`src/rtl/ofp_pkg.sv`:
```
// ----------------------------------------------------------------------------
// ofp_pkg - optical flow frame parser shared definitions
// Frame constants, register indexes, state encoding and the structs that
// pass between the parser stages.
// ----------------------------------------------------------------------------
package ofp_pkg;

  localparam logic [7:0] HDR0    = 8'hFE;
  localparam logic [7:0] HDR1    = 8'h04;
  localparam logic [7:0] TRAILER = 8'hAA;

  // Bytes in one frame; the index counts header bytes too.
  localparam logic [3:0] FRAME_LEN = 4'd11;
  // First index that carries a stored byte (data, sum, quality).
  localparam logic [3:0] STORE_FIRST = 4'd2;
  // Data bytes D0..D5 fold into the running sum.
  localparam logic [3:0] DATA_LAST = 4'd7;
  localparam int unsigned STORE_DEPTH = 8;
  localparam int unsigned SUM_SLOT    = 6;
  localparam int unsigned QUAL_SLOT   = 7;

  localparam int unsigned CFG_IDX_W = 8;
  localparam logic [CFG_IDX_W-1:0] CFG_QUALITY_THRESHOLD = 8'd0;
  localparam logic [CFG_IDX_W-1:0] CFG_FAULT_LIMIT       = 8'd1;

  localparam logic [7:0] QUALITY_THRESHOLD_RST = 8'd25;
  localparam logic [7:0] FAULT_LIMIT_RST       = 8'd60;

  typedef enum logic [1:0] {
    PH_HUNT = 2'd0,
    PH_HDR  = 2'd1,
    PH_BODY = 2'd2
  } phase_t;

  // A checked frame handed from the deframer to the statistics stage.
  typedef struct packed {
    logic        valid;
    logic [15:0] raw_x;
    logic [15:0] raw_y;
    logic [15:0] raw_h;
    logic [7:0]  quality;
  } frame_t;

  // One result word as delivered on the output channel.
  typedef struct packed {
    logic signed [16:0] flow_x;
    logic signed [15:0] flow_y;
    logic signed [15:0] height_mm;
    logic [7:0]         quality;
    logic               flow_ok;
    logic signed [31:0] sum_x;
    logic signed [31:0] sum_y;
    logic [15:0]        frame_count;
  } res_t;

  // Occupancy of the output buffer.
  typedef struct packed {
    logic head_valid;
    logic skid_full;
  } buf_status_t;

endpackage

```
`src/rtl/ofp_deframer.sv`:
```
// ----------------------------------------------------------------------------
// ofp_deframer - header hunt and frame capture
// Tracks the frame position byte by byte, keeps the data bytes and a running
// sum, and registers one checked frame when trailer and sum both match.
// ----------------------------------------------------------------------------
module ofp_deframer
  import ofp_pkg::*;
(
  input  logic       clk,
  input  logic       rst,
  input  logic       accept,
  input  logic [7:0] rx_byte,
  output frame_t     frame
);

  phase_t      phase, phase_next;
  logic [3:0]  byte_index, byte_index_next;
  logic [7:0]  data_sum, data_sum_next;
  logic [7:0]  frame_bytes [STORE_DEPTH];
  logic        store_en;
  logic        frame_done;
  logic        frame_good;

  always_comb begin
    phase_next      = phase;
    byte_index_next = byte_index;
    data_sum_next   = data_sum;
    store_en        = 1'b0;
    frame_done      = 1'b0;
    frame_good      = 1'b0;
    if (accept) begin
      unique case (phase)
        PH_HUNT: begin
          if (rx_byte == HDR0) begin
            phase_next      = PH_HDR;
            byte_index_next = 4'd1;
          end else begin
            phase_next      = PH_HUNT;
            byte_index_next = 4'd0;
          end
        end
        PH_HDR: begin
          // a bad second header byte is not retried as a first header
          if (rx_byte == HDR1) begin
            phase_next      = PH_BODY;
            byte_index_next = STORE_FIRST;
            data_sum_next   = 8'd0;
          end else begin
            phase_next      = PH_HUNT;
            byte_index_next = 4'd0;
          end
        end
        PH_BODY: begin
          store_en        = 1'b1;
          byte_index_next = byte_index + 4'd1;
          if (byte_index >= STORE_FIRST && byte_index <= DATA_LAST) begin
            data_sum_next = data_sum + rx_byte;
          end
          if (byte_index_next == FRAME_LEN) begin
            phase_next      = PH_HUNT;
            byte_index_next = 4'd0;
            frame_done      = 1'b1;
            frame_good      = (rx_byte == TRAILER) && (data_sum == frame_bytes[SUM_SLOT]);
          end
        end
        default: begin
          phase_next      = PH_HUNT;
          byte_index_next = 4'd0;
        end
      endcase
    end
  end

  always_ff @(posedge clk) begin
    if (rst) begin
      phase       <= PH_HUNT;
      byte_index  <= 4'd0;
      frame.valid <= 1'b0;
    end else begin
      phase       <= phase_next;
      byte_index  <= byte_index_next;
      frame.valid <= frame_good;
    end
  end

  // payload: no reset
  always_ff @(posedge clk) begin
    data_sum <= data_sum_next;
    for (int i = 0; i < STORE_DEPTH; i++) begin
      if (store_en && byte_index == STORE_FIRST + 4'(i)) begin
        frame_bytes[i] <= rx_byte;
      end
    end
    if (frame_done) begin
      frame.raw_x   <= {frame_bytes[1], frame_bytes[0]};
      frame.raw_y   <= {frame_bytes[3], frame_bytes[2]};
      frame.raw_h   <= {frame_bytes[5], frame_bytes[4]};
      frame.quality <= frame_bytes[QUAL_SLOT];
    end
  end

endmodule

```
`config.mk`:
```
export PLATFORM = sky130hd
export DESIGN_NAME = ofp_deframer
export DESIGN_NICKNAME = d
export VERILOG_FILES = /design/src/rtl/ofp_pkg.sv /design/src/rtl/ofp_deframer.sv
export SDC_FILE = /design/constraint.sdc
export NUM_CORES = 1
export LEC_CHECK = 0
export BUFFER_PORTS_ARGS = -buffer_cell sky130_fd_sc_hd__buf_2
export CORE_ASPECT_RATIO = 0.6
export CORE_MARGIN = 1
export CORE_UTILIZATION = 48
export DETAILED_ROUTE_END_ITERATION = 6
export GPL_TIMING_DRIVEN = 1
export PLACE_DENSITY = 0.78
export SLEW_MARGIN = 20
export SYNTH_ARGS = -nofsm -noshare
export SYNTH_HDL_FRONTEND = slang
export SYNTH_SLANG_ARGS = --single-unit
```
`constraint.sdc`:
```
create_clock -name clk -period 3.5 [get_ports clk]
set_input_delay 0 -clock clk [delete_from_list [all_inputs] [get_ports clk]]
set_output_delay 0 -clock clk [all_outputs]
set_load 0.05 [all_outputs]
```
# Word-level counts from Yosys, hierarchy flattened
# Memories as Yosys holds them, arrays and structs flattened. A register that Yosys moved wholly into a read port is not among the register bits.
# Index checks and enable logic that the tools add are counted.
# op_classes
bitwise_logic,3
muxes,53
eq_ne,18
n_addsub,2
n_reduce_logical,22
n_lt_le_gt_ge,2
# ops
op,count
two-way mux 8 bit,9
OR reduction 8 bit,7
two-way mux 1 bit,30
two-way mux 3 bit,7
equality test 4 x 3 -> 1 bit (second input constant),4
equality test 8 bit (second input constant),2
one-hot mux 8 bit (2 select lines),1
equality test 4 bit (second input constant),3
one-hot mux 4 bit (3 select lines),1
logical AND 1 bit,10
adder 8 bit,1
equality test 4 x 2 -> 1 bit (second input constant),2
equality test 8 x 3 -> 1 bit (second input constant),1
equality test 8 bit,1
two-way mux 2 bit,3
inequality test 2 bit (second input constant),3
one-hot mux 2 bit (3 select lines),1
adder 4 x 1 -> 4 bit (second input constant),1
greater-or-equal comparator 4 x 2 -> 1 bit (second input constant),1
less-or-equal comparator 4 x 3 -> 1 bit (second input constant),1
two-way mux 4 bit,1
AND reduction 4 bit,1
OR reduction 4 bit,1
NOT 1 bit,3
5 further kinds,5
# word_totals
ram_bits,64
mem_count,1
inputBits,11
ff_bits,15
word_cells,105
# memory_table
memory,words,word_bits,rd,rd_clocked_by_memory_dff,wr,line,rtl
frame_bytes,8,8,8,7,1,ofp_deframer.sv:19,logic [7:0] frame_bytes [STORE_DEPTH];

# Longest topological paths before layout
# logic_depth
ltp_word,14
mapped_depth,6
depth_no_buf,6

# Least setup slack after synthesis
# No wires, ideal clock.
# synth_path
path_kind,reg-to-reg
start,reg byte_index[1]
end,"reg, netlist name frame[0]"
synth_period_minus_slack_ns,3.842
stages_incl_launch_ff,7
required_time_ns,3.030
path_buffers,1
slack_ns,-0.342
t_arrival_ns,3.372
cell_sequence,dfxtp_1 > ha_1 > clkbuf_2 > nand2_1 > a21oi_1 > o21ai_1 > nor2_1
# synth_between
elab_chain_len,5
# synth_lines
element,line,rtl
"start, declared",ofp_deframer.sv:17,"logic [3:0] byte_index, byte_index_next;"
"start signal, assigned",ofp_deframer.sv:81,byte_index <= byte_index_next;
adder 4 x 1 -> 4 bit,ofp_deframer.sv:55,byte_index_next = byte_index + 4'd1;
equality test 4 bit,ofp_deframer.sv:59,if (byte_index_next == FRAME_LEN) begin
two-way mux 1 bit,ofp_deframer.sv:59,
two-way mux 1 bit,ofp_deframer.sv:32,unique case (phase)
two-way mux 1 bit,ofp_deframer.sv:31,if (accept) begin
named net frame_done,ofp_deframer.sv:21,logic frame_done;
# The timed path passes the listed nets, and every way through them passes these cells.
# A chain may end at the register's enable or synchronous reset.

# Final worst setup path
# layout_path
start,reg phase[1]
end,reg data_sum[5] (enable)
# layout_between
elab_chain_len,3
elab_cells_between_ends,6
# layout_lines
element,line,rtl
"start, declared",ofp_deframer.sv:16,"phase_t phase, phase_next;"
"start signal, assigned",ofp_deframer.sv:80,phase <= phase_next;
equality test 2 bit or equality test 2 x 1 -> 1 bit (tied branches),ofp_deframer.sv:32,
inequality test 2 bit (no line) or nonzero test 2 bit (tied branches),--,
AND reduction 4 bit (no line) *,--,
"end signal, assigned",ofp_deframer.sv:88,data_sum <= data_sum_next;
"end, declared",ofp_deframer.sv:18,"logic [7:0] data_sum, data_sum_next;"
# Mark *: on every way between the ends. The rest lies on a longest branch, timed or not.

==> reports/results.ini <==
[global_route]
grt_antenna_before_repair = 0
overflow = 0
grt_pass1_vias = 2563
grt_max_degree = 42
grt_usage_pct = 18.67
grt_pass1_wl_mm = 14.01

[synthesis]
async_flop_share_pct = 0
synthTopCellsByArea = edfxtp_1, dfxtp_1, ha_1, and2_1, xor2_1
netlist_top_cells_count = edfxtp_1, ha_1, nor2_1
netlist_area_um2 = 4946
syn_inst = 273
synth_area_leader_cell = edfxtp_1
synthFlopType = edfxtp_1
synth_fp_nets = 296
synth_area_per_cell_um2 = 18.12
ys_seq_elements = 135
synth_edf_count = 128
yosys_warnings = 0
ys_seq_area_share_pct = 80.55
synth_cell_types = 43
synth.most_common_cell = edfxtp_1
synth_top_area_share_pct = 77.71

[cells_and_area]
postLayoutCoreUtil_pct = 61.75
antenna_cells = 0
drive_gt1_share_pct = 27.44
nFillCells = 713
fin_nets = 389
final_cell_area_um2 = 6143
areaGrowthSynthToFinish_pct = 24.21

[critical_path]
cp-start-kind = flop
worstPathRequired_ns = 3.54
cp_max_fo = 14
arrival_ns = 2.41
criticalPathCategory = reg -> reg
crit_path_end_kind = flop

[timing]
final.min_clock_period_ns = 2.376
hold_viol_final = 0
drv_slew = 0
fmax_mhz = 420.9
min_period_over_period_pct = 67.88
max_slew_margin_pct = 44.06
setup_violations = 0
tightest_slew_ns = 0.8391
setup_tns_ns = 0
finalClockSkew_ns = 0.006381
fin_ws_ns = 1.124
rsz0062_at_grt = no

[routing]
wire_per_inst_um = 17.45
detail_route.wirelength_mm = 8.968
vias = 2660
first_pass_iters = 4
postRouteAntennaNets = 0
drcViolationCount = 0
drtIter0Drc = 149
viasPerCell = 5.175

[cts]
numClockSinks = 135
path_clk_slew_ns = 0.06
clk_latency_ns = 0.41
cts_max_level = 4
cts-root-buf = clkbuf_16
cts_hold_buf = 11
post_cts_buffers = 0
cts-buffers-inserted = 17
post_cts_resized = 0
cts_buffer_depth = 2
cts_tree = yes

[job]
maxCapViolCount = 0

[power]
p_leak_nw = 2.167
finalPower_mw = 3.575
ir_worst_vdd_uv = 392.2
cellPowerDensity_nw_per_um2 = 582.0

[die]
initial_core_util_pct = 49.71
die_h_um = 80.63
pin_count = 68
floorplan.die_area_um2 = 10730
row_count = 28
coreArea_um2 = 9950
die_x_um = 133.1

[status]
status = finished clean

[min_path]
hold_class = reg -> reg

[place]
io_buffers = 67
dp_hpwl_mm = 5.833
gp_congestion = 0.8115
dp_worst_setup_slack_ns = 1.182
placed_cell_area_um2 = 5454

worst max-delay path, stage by stage, from the launching register on:
cell,delay [ns]
dfxtp_1,0.49
nand2b_1,0.37
or3_1,0.45
a21oi_1,0.68
report_power, final:
part,switching [mW],leakage [nW],internal (mW)
clock network,0.658,0.269,1.05
registers,0.00574,1.21,1.76
logic,0.0630,0.690,0.0385
layout by cell type (no fill, tap or decap), drive strengths merged, types with 4 or more instances in the layout:
cell type / Yosys / layout
clkbuf: 2 / 18
xnor2: 5 / 5
nor3b: 4 / 4
clkinv: 0 / 5
a21oi: 7 / 7
dfxtp: 7 / 7
edfxtp: 128 / 128
dlygate4sd3: 0 / 11
buf: 3 / 68
xor2: 6 / 6
nand2: 9 / 9
mux2i: 4 / 4
inv: 7 / 10
nor2: 11 / 11
ha: 11 / 11
and3: 4 / 4
nor4: 4 / 4
and2: 9 / 9
clkinvlp: 0 / 4
nor3: 9 / 9
o21ai: 8 / 8
stage by stage:
stage               hold slack, ns  std cells
floorplan                  0.09887        273
global placement            0.3096        471
detailed placement          0.3184        471
CTS                         0.4145        514
global route                0.4179        514
finish                      0.4143        514
final cells by class:
| class | count | area (um2) | area share, % |
|---|---|---|---|
| Sequential cell | 135 | 3984 | 64.85 |
| Clock inverter | 14 | 150.1 | 2.444 |
| Multi-Input combinational cell | 126 | 919.6 | 14.97 |
| Inverter | 7 | 26.28 | 0.4277 |
| Tap cell | 135 | 168.9 | 2.749 |
| Clock buffer | 18 | 429.2 | 6.986 |
| Timing Repair Buffer | 79 | 465.4 | 7.576 |
worst paths after layout:
kind / from / to / slack [ns] / depth (start not counted)
worst max-delay path: phase[1] / data_sum[5] / 1.12 / 3
worst min-delay path: frame_bytes[2][0] / frame[24] / 0.41 / 0
worst max register to register: phase[1] / data_sum[5] / 1.12 / 3
worst min register to register: frame_bytes[2][0] / frame[24] / 0.41 / 0
kinds of logic (layout without fill, tap and decap cells):
kind of cell / count (synthesis) / count (layout) / synth area share (%)
xor+xnor: 11 / 11 / 1.948
buf+inv: 12 / 118 / 1.012
flops: 135 / 135 / 80.55
simple gates: 69 / 69 / 8.044
fa+ha+maj: 12 / 12 / 3.187
compound gates: 30 / 30 / 4.452
mux: 4 / 4 / 0.8095
layer usage:
metal  global-route usage [%]  vias to the layer above  part of all wire [%]
met3                    8.018                       12                   7.3
met2                    26.39                      104                    43
li1                         -                     1256                     -
met4                    7.701                        0                   1.5
met5                        0                        -                     0
met1                    25.21                     1288                    48
flip-flops by register name, indices dropped and copies added, names as in the netlist:
| name | count |
|---|---|
| frame | 57 |
| frame_bytes | 64 |
| byte_index | 4 |
| data_sum | 8 |
| phase | 2 |
No activity file was read; power rests on OpenSTA's default activity.
