File: config.mk
export PLATFORM = sky130hd
export DESIGN_NAME = ofp_outbuf_flat
export DESIGN_NICKNAME = d
export VERILOG_FILES = /design/src/rtl/ofp_pkg.sv /design/src/rtl/ofp_if.sv /design/src/rtl/ofp_outbuf.sv /design/src/flat_wrapper.sv
export SDC_FILE = /design/constraint.sdc
export NUM_CORES = 1
export LEC_CHECK = 0
export CAP_MARGIN = 20
export CORE_ASPECT_RATIO = 2
export CORE_MARGIN = 4
export CORE_UTILIZATION = 37
export CTS_CLUSTER_SIZE = 20
export DETAILED_ROUTE_END_ITERATION = 6
export DONT_BUFFER_PORTS = 1
export GPL_ROUTABILITY_DRIVEN = 0
export PLACE_DENSITY_LB_ADDON = 0.1
export SLEW_MARGIN = 20
export SYNTH_ARGS = -nofsm -noshare
export SYNTH_HDL_FRONTEND = slang
export SYNTH_SLANG_ARGS = --single-unit
File: constraint.sdc
create_clock -name clk -period 12.9 [get_ports clk]
set_input_delay 2.58 -clock clk [delete_from_list [all_inputs] [get_ports clk]]
set_output_delay 2.58 -clock clk [all_outputs]
set_load 0.005 [all_outputs]
File: src/rtl/ofp_pkg.sv
// ----------------------------------------------------------------------------
// ofp_pkg - optical flow frame parser shared definitions
// Frame constants, register indexes, state encoding and the structs that
// pass between the parser stages.
// ----------------------------------------------------------------------------
package ofp_pkg;

  localparam logic [7:0] HDR0    = 8'hFE;
  localparam logic [7:0] HDR1    = 8'h04;
  localparam logic [7:0] TRAILER = 8'hAA;

  // Bytes in one frame; the index counts header bytes too.
  localparam logic [3:0] FRAME_LEN = 4'd11;
  // First index that carries a stored byte (data, sum, quality).
  localparam logic [3:0] STORE_FIRST = 4'd2;
  // Data bytes D0..D5 fold into the running sum.
  localparam logic [3:0] DATA_LAST = 4'd7;
  localparam int unsigned STORE_DEPTH = 8;
  localparam int unsigned SUM_SLOT    = 6;
  localparam int unsigned QUAL_SLOT   = 7;

  localparam int unsigned CFG_IDX_W = 8;
  localparam logic [CFG_IDX_W-1:0] CFG_QUALITY_THRESHOLD = 8'd0;
  localparam logic [CFG_IDX_W-1:0] CFG_FAULT_LIMIT       = 8'd1;

  localparam logic [7:0] QUALITY_THRESHOLD_RST = 8'd25;
  localparam logic [7:0] FAULT_LIMIT_RST       = 8'd60;

  typedef enum logic [1:0] {
    PH_HUNT = 2'd0,
    PH_HDR  = 2'd1,
    PH_BODY = 2'd2
  } phase_t;

  // A checked frame handed from the deframer to the statistics stage.
  typedef struct packed {
    logic        valid;
    logic [15:0] raw_x;
    logic [15:0] raw_y;
    logic [15:0] raw_h;
    logic [7:0]  quality;
  } frame_t;

  // One result word as delivered on the output channel.
  typedef struct packed {
    logic signed [16:0] flow_x;
    logic signed [15:0] flow_y;
    logic signed [15:0] height_mm;
    logic [7:0]         quality;
    logic               flow_ok;
    logic signed [31:0] sum_x;
    logic signed [31:0] sum_y;
    logic [15:0]        frame_count;
  } res_t;

  // Occupancy of the output buffer.
  typedef struct packed {
    logic head_valid;
    logic skid_full;
  } buf_status_t;

endpackage

File: src/rtl/ofp_if.sv


interface ofp_result_if;
  logic               valid;
  logic               ready;
  logic signed [16:0] flow_x;
  logic signed [15:0] flow_y;
  logic signed [15:0] height_mm;
  logic [7:0]         quality;
  logic               flow_ok;
  logic signed [31:0] sum_x;
  logic signed [31:0] sum_y;
  logic [15:0]        frame_count;

  modport source (
    output valid, output flow_x, output flow_y, output height_mm, output quality,
    output flow_ok, output sum_x, output sum_y, output frame_count, input ready
  );
  modport sink (
    input valid, input flow_x, input flow_y, input height_mm, input quality,
    input flow_ok, input sum_x, input sum_y, input frame_count, output ready
  );
endinterface


File: src/rtl/ofp_outbuf.sv
// ----------------------------------------------------------------------------
// ofp_outbuf - two-word result buffer
// Output register with a skid stage behind it, so a stalled receiver does
// not hold up the byte input until a second result is waiting or due.
// ----------------------------------------------------------------------------
module ofp_outbuf
  import ofp_pkg::*;
(
  input  logic          clk,
  input  logic          rst,
  input  logic          push,
  input  res_t          push_data,
  ofp_result_if.source  res,
  output buf_status_t   status
);

  logic head_valid;
  logic skid_full;
  res_t head;
  res_t skid;
  logic pop;

  assign pop = head_valid && res.ready;

  always_ff @(posedge clk) begin
    if (rst) begin
      head_valid <= 1'b0;
      skid_full  <= 1'b0;
    end else if (pop) begin
      if (skid_full) begin
        skid_full <= push;
      end else begin
        head_valid <= push;
      end
    end else if (!head_valid) begin
      head_valid <= push;
    end else if (push) begin
      skid_full <= 1'b1;
    end
  end

  always_ff @(posedge clk) begin
    if (pop) begin
      if (skid_full) begin
        head <= skid;
        if (push) begin
          skid <= push_data;
        end
      end else if (push) begin
        head <= push_data;
      end
    end else if (!head_valid) begin
      if (push) begin
        head <= push_data;
      end
    end else if (push) begin
      skid <= push_data;
    end
  end

  assign status.head_valid = head_valid;
  assign status.skid_full  = skid_full;

  assign res.valid       = head_valid;
  assign res.flow_x      = head.flow_x;
  assign res.flow_y      = head.flow_y;
  assign res.height_mm   = head.height_mm;
  assign res.quality     = head.quality;
  assign res.flow_ok     = head.flow_ok;
  assign res.sum_x       = head.sum_x;
  assign res.sum_y       = head.sum_y;
  assign res.frame_count = head.frame_count;

endmodule

File: src/flat_wrapper.sv
// flat-port wrapper written by rule: the top's interface ports become plain ports
module ofp_outbuf_flat import ofp_pkg::*;
  (clk, rst, push, push_data, status, res_valid, res_flow_x, res_flow_y, res_height_mm, res_quality, res_flow_ok, res_sum_x, res_sum_y, res_frame_count, res_ready);
  ofp_result_if res_i ();
  input  logic clk;
  input  logic rst;
  input  logic push;
  input  res_t push_data;
  output buf_status_t status;
  output wire logic [$bits(res_i.valid)-1:0] res_valid;
  output wire logic [$bits(res_i.flow_x)-1:0] res_flow_x;
  output wire logic [$bits(res_i.flow_y)-1:0] res_flow_y;
  output wire logic [$bits(res_i.height_mm)-1:0] res_height_mm;
  output wire logic [$bits(res_i.quality)-1:0] res_quality;
  output wire logic [$bits(res_i.flow_ok)-1:0] res_flow_ok;
  output wire logic [$bits(res_i.sum_x)-1:0] res_sum_x;
  output wire logic [$bits(res_i.sum_y)-1:0] res_sum_y;
  output wire logic [$bits(res_i.frame_count)-1:0] res_frame_count;
  input wire logic [$bits(res_i.ready)-1:0] res_ready;
  assign res_valid = res_i.valid;
  assign res_flow_x = res_i.flow_x;
  assign res_flow_y = res_i.flow_y;
  assign res_height_mm = res_i.height_mm;
  assign res_quality = res_i.quality;
  assign res_flow_ok = res_i.flow_ok;
  assign res_sum_x = res_i.sum_x;
  assign res_sum_y = res_i.sum_y;
  assign res_frame_count = res_i.frame_count;
  assign res_i.ready = res_ready;
  ofp_outbuf u_core (.clk(clk), .rst(rst), .push(push), .push_data(push_data), .res(res_i), .status(status));
endmodule
; After elaboration in Yosys (flattened, before gate mapping)
; Cells that the tools add are included.
[word_totals]
reg_bits = 278
input_bits = 142
output_inout_bits = 141
wordCells = 41
[classes]
n_eq_ne = 3
muxes = 15
reduce_logical = 5
[op_table]
columns = op, n
row1 = 138-bit 2-to-1 mux, 8
row2 = 1-bit 2-to-1 mux, 7
row3 = 2-bit != test (second input constant), 2
row4 = 2-bit AND reduction, 2
row5 = 2-bit nonzero test, 2
row6 = 2-bit by 1-bit != test with 1-bit output (second input constant), 1
row7 = 1-bit logical AND, 1

; Logic depth before layout (Yosys ltp)
[depth]
ltp_word = 3
mapped_depth = 7
mapped_depth_nobuf = 3

; Worst setup path before layout
; Ideal clock, no wire load.
[synth_path]
kind = input to register
start = input port push
end = register u_core.skid[0] (netlist bit), enable pin
setup_ps = 637
arrival_ps = 8875
required_ps = 12263
setup_slack_ps = 3388
path_stages = 5
n_path_buf = 3
path_cell_list = buf_2 > buf_6 > buf_2 > inv_1 > nor2_1
[synth_rtl]
columns = item, line_no
row1 = "start, declared", flat_wrapper.sv:7  ; input logic push;
row2 = "end signal, assigned", ofp_outbuf.sv:47  ; skid <= push_data;
row3 = "end signal, assigned", ofp_outbuf.sv:57  ; skid <= push_data;
row4 = "end, declared", ofp_outbuf.sv:20  ; res_t skid;

; Worst setup path after layout
[layout_path]
start = input port res_ready
end = register u_core.skid[97] (netlist bit), enable pin
[layout_between]
elab_chain_cells = 3
elab_cells_between_ends = 4
cone_classes = eq/ne (1) / reduce/logical (3)
[layout_rtl]
columns = item, line_no
row1 = "start, declared", flat_wrapper.sv:19  ; input wire logic [$bits(res_i.ready)-1:0] res_ready;
row2 = 1-bit logical AND (*), ofp_outbuf.sv:23  ; assign pop = head_valid && res.ready;
row3 = 2-bit by 1-bit != test with 1-bit output (no source line) / 2-bit nonzero test (equally long branches), n/a
row4 = 2-bit AND reduction (no source line) (*), n/a
; Every way passes the cells marked *; elsewhere a longest branch is shown, timed or not.
; A chain may end at the register's enable or synchronous reset.

==> impl_metrics.tcl <==
set metrics [dict create \
    cts_buffers 28 \
    synthCells 753 \
    netlist_top_cells_count "edfxtp_1 (276), nand2_1 (140), mux2i_1 (138), o21ai_0 (101), o21ai_1 (31)" \
    die_h_um 256.4 \
    grt_pass1_vias 6117 \
    critPathKind "in2reg" \
    cts.repair.resized 0 \
    required_ns 13.06 \
    synth_cell_types 18 \
    yosysMostFrequentCell "edfxtp_1" \
    crit_family "buffers and inverters" \
    ant_nets 0 \
    h-tree-depth 1 \
    syn_avg_cell_area_um2 15.16 \
    rsz0062_at_grt "false" \
    wl_um 26480 \
    async_flop_share_pct 0 \
    start_util_pct 37.69 \
    holdBufCountCts 0 \
    finish.instance_area_mm2 0.01243 \
    post-route-period-util_pct 35.33 \
    cp.depth 5 \
    layout.nets 882 \
    finalSetupTns_ns 0 \
    grt_pass1_wl_um 39720 \
    pre_cts_slack_ns 7.731 \
    drv_slew 0 \
    synth_fp_nets 895 \
    core_mm2 0.03029 \
    peakVddDrop_uv 111.7 \
    p_leak_nw 4.270 \
    drt_first_iter_violations 282 \
    finalHoldViolCount 0 \
    clk_latency_ns 0.54 \
    yosys.area.top_type_share_pct 72.60 \
    antenna_found_initial 0 \
    drive_above_1_share_pct 7.359 \
    start_kind "input pin" \
    ys_ff_latch 278 \
    hold_class "reg2reg" \
    vias 5837 \
    viasPerCell 5.170 \
    slowest_stage "buf_4" \
    setup_violations 0 \
    dp_hpwl_um 17230 \
    syn_area_mm2 0.01142 \
    antennaDiodeCount 0 \
    port-buffer-count 0 \
    grt_max_degree 141 \
    drtPass1Iterations 4 \
    synth_enable_flop_cells 276 \
    dpl_cell_area_mm2 0.01152 \
    clock_skew_ns 0.01781 \
    num_io_pins 283 \
    root_buffer "clkbuf_16" \
    status "finished, final reports clean" \
    p_per_area_mw_per_mm2 162.1 \
    cts_setup_buffers 0 \
    synth-seq-area-share_pct 72.95 \
    tightest_slew_ns 1.066 \
    area_growth_pct 8.856 \
    worstSetupEndpointType "flop" \
    yosys.area.top_type "edfxtp_1" \
    min_period_ns 4.558 \
    crit_path_cell_trace "inv_1, o21ai_0, nor2_4, buf_4, buf_4" \
    drc_errors 0 \
    drv_cap 0 \
    cp_max_fo 75 \
    path_buf_inv 3 \
    num_rows 90 \
    clk_path_buf_depth 3 \
    dieArea_mm2 0.03390 \
    finalPower_mw 2.015 \
    max_slew_margin_pct 28.95 \
    arrival_ns 4.72 \
    hold_depth 2 \
    synth-warning-count 0 \
    fin_util_pct 41.02 \
    synth_ff_type "edfxtp_1" \
    layout_setup_ws_ns 8.342 \
    clock.fmax_mhz 219.4 \
    clk_pin_slew_ns 0.07 \
    cts_tree "built" \
    cts.sinks 278 \
    synthTopCellsByArea "edfxtp_1 (73%), mux2i_1 (12%), nand2_1 (4.6%)" \
    grt_overflow 0 \
    wire_per_inst_um 23.45 \
    die_w_um 132.2 \
    grt_usage_pct 15.06 \
    reg2reg_depth 4 \
    cpPeakStageDelay_ns 0.83 \
    path_common_cell "buf_4" \
]
==> through the flow <==
step	cells	hold WS, ns
global route	1129	0.5421
finish	1129	0.5175
detailed placement	1077	0.5076
global placement	1077	0.4991
CTS	1128	0.5243
floorplan	753	0.4587
==> per-layer routing <==
metal  share of wire (%)  up-vias  routed length (µm)  GRT usage [%]
met1                  34     2783                8898          15.62
met4                 3.3        0                 881          5.780
met3                 8.9       40                2363          5.100
met5                   0        -                   0              0
li1                    -     2781                   -              -
met2                  54      233               14340          27.77
==> cells by family (layout without fill, tap and decap cells) <==
| group | count (synthesis) | after routing | synth area share [%] |
|---|---|---|---|
| AOI/OAI and AO/OA | 142 | 142 | 6.488 |
| buffers and inverters | 52 | 60 | 3.704 |
| DFF | 278 | 278 | 72.95 |
| muxes | 138 | 138 | 12.10 |
| and+or+nand+nor | 143 | 143 | 4.757 |
==> sequential cells by signal, indices dropped and copies added, names as in the netlist <==
signal and flops:
u_core.skid 138, u_core.res.sum_x 32, u_core.res.sum_y 32, u_core.res.flow_x 17, u_core.res.flow_y 16, u_core.res.frame_count 16, u_core.res.height_mm 16, u_core.res.quality 8
u_core.res.flow_ok 1, u_core.res.valid 1, u_core.skid_full 1
==> worst paths after layout <==
path | from | to | slack, ns
hold reg to reg | u_core.skid[125] | u_core.res.flow_x[4] | 0.52
setup reg to reg | u_core.res.valid | u_core.skid[97] | 9.89
hold / removal | u_core.skid[125] | u_core.res.flow_x[4] | 0.52
setup / recovery | res_ready | u_core.skid[97] | 8.34
==> power by group <==
part           internal (mW)  switching (mW)  total (mW)
Clock                  0.451           0.338       0.788
Combinational         0.0391          0.0424      0.0815
Sequential              1.08          0.0620        1.14
Total                   1.57           0.442        2.01
==> worst min-delay path: cells and delay by family, from the launching register on <==
family	cells	cell delay [ns]
compound gates	1	0.06
simple gates	1	0.04
flops	1	0.32
==> placed cells by master (no fill, tap or decap) <==
cell type | netlist | final
o21ai_0 | 101 | 101
inv_1 | 3 | 2
and3_4 | 0 | 1
and2b_1 | 1 | 1
o21ai_2 | 8 | 8
buf_16 | 0 | 1
nand2_1 | 140 | 140
o21ai_1 | 31 | 31
edfxtp_1 | 276 | 276
nor2_4 | 0 | 1
inv_6 | 0 | 1
clkbuf_1 | 13 | 6
dfxtp_1 | 2 | 2
clkinvlp_4 | 0 | 1
clkbuf_16 | 0 | 29
a21oi_1 | 2 | 2
clkinv_1 | 0 | 6
buf_4 | 2 | 5
inv_8 | 0 | 1
clkinv_2 | 0 | 6
bufinv_16 | 0 | 2
mux2i_1 | 138 | 138
==> final cells by class <==
type / instances / area (µm²)
clock buffers: 35 / 748.2
fillers: 2777 / 17860
repair buffers: 6 / 65.06
multi-input cells: 423 / 2678
inverters: 3 / 16.27
clock inverters: 16 / 131.4
well taps: 368 / 460.4
flip-flops and latches: 278 / 8328
Note: power is estimated with default switching activity, not from simulation.
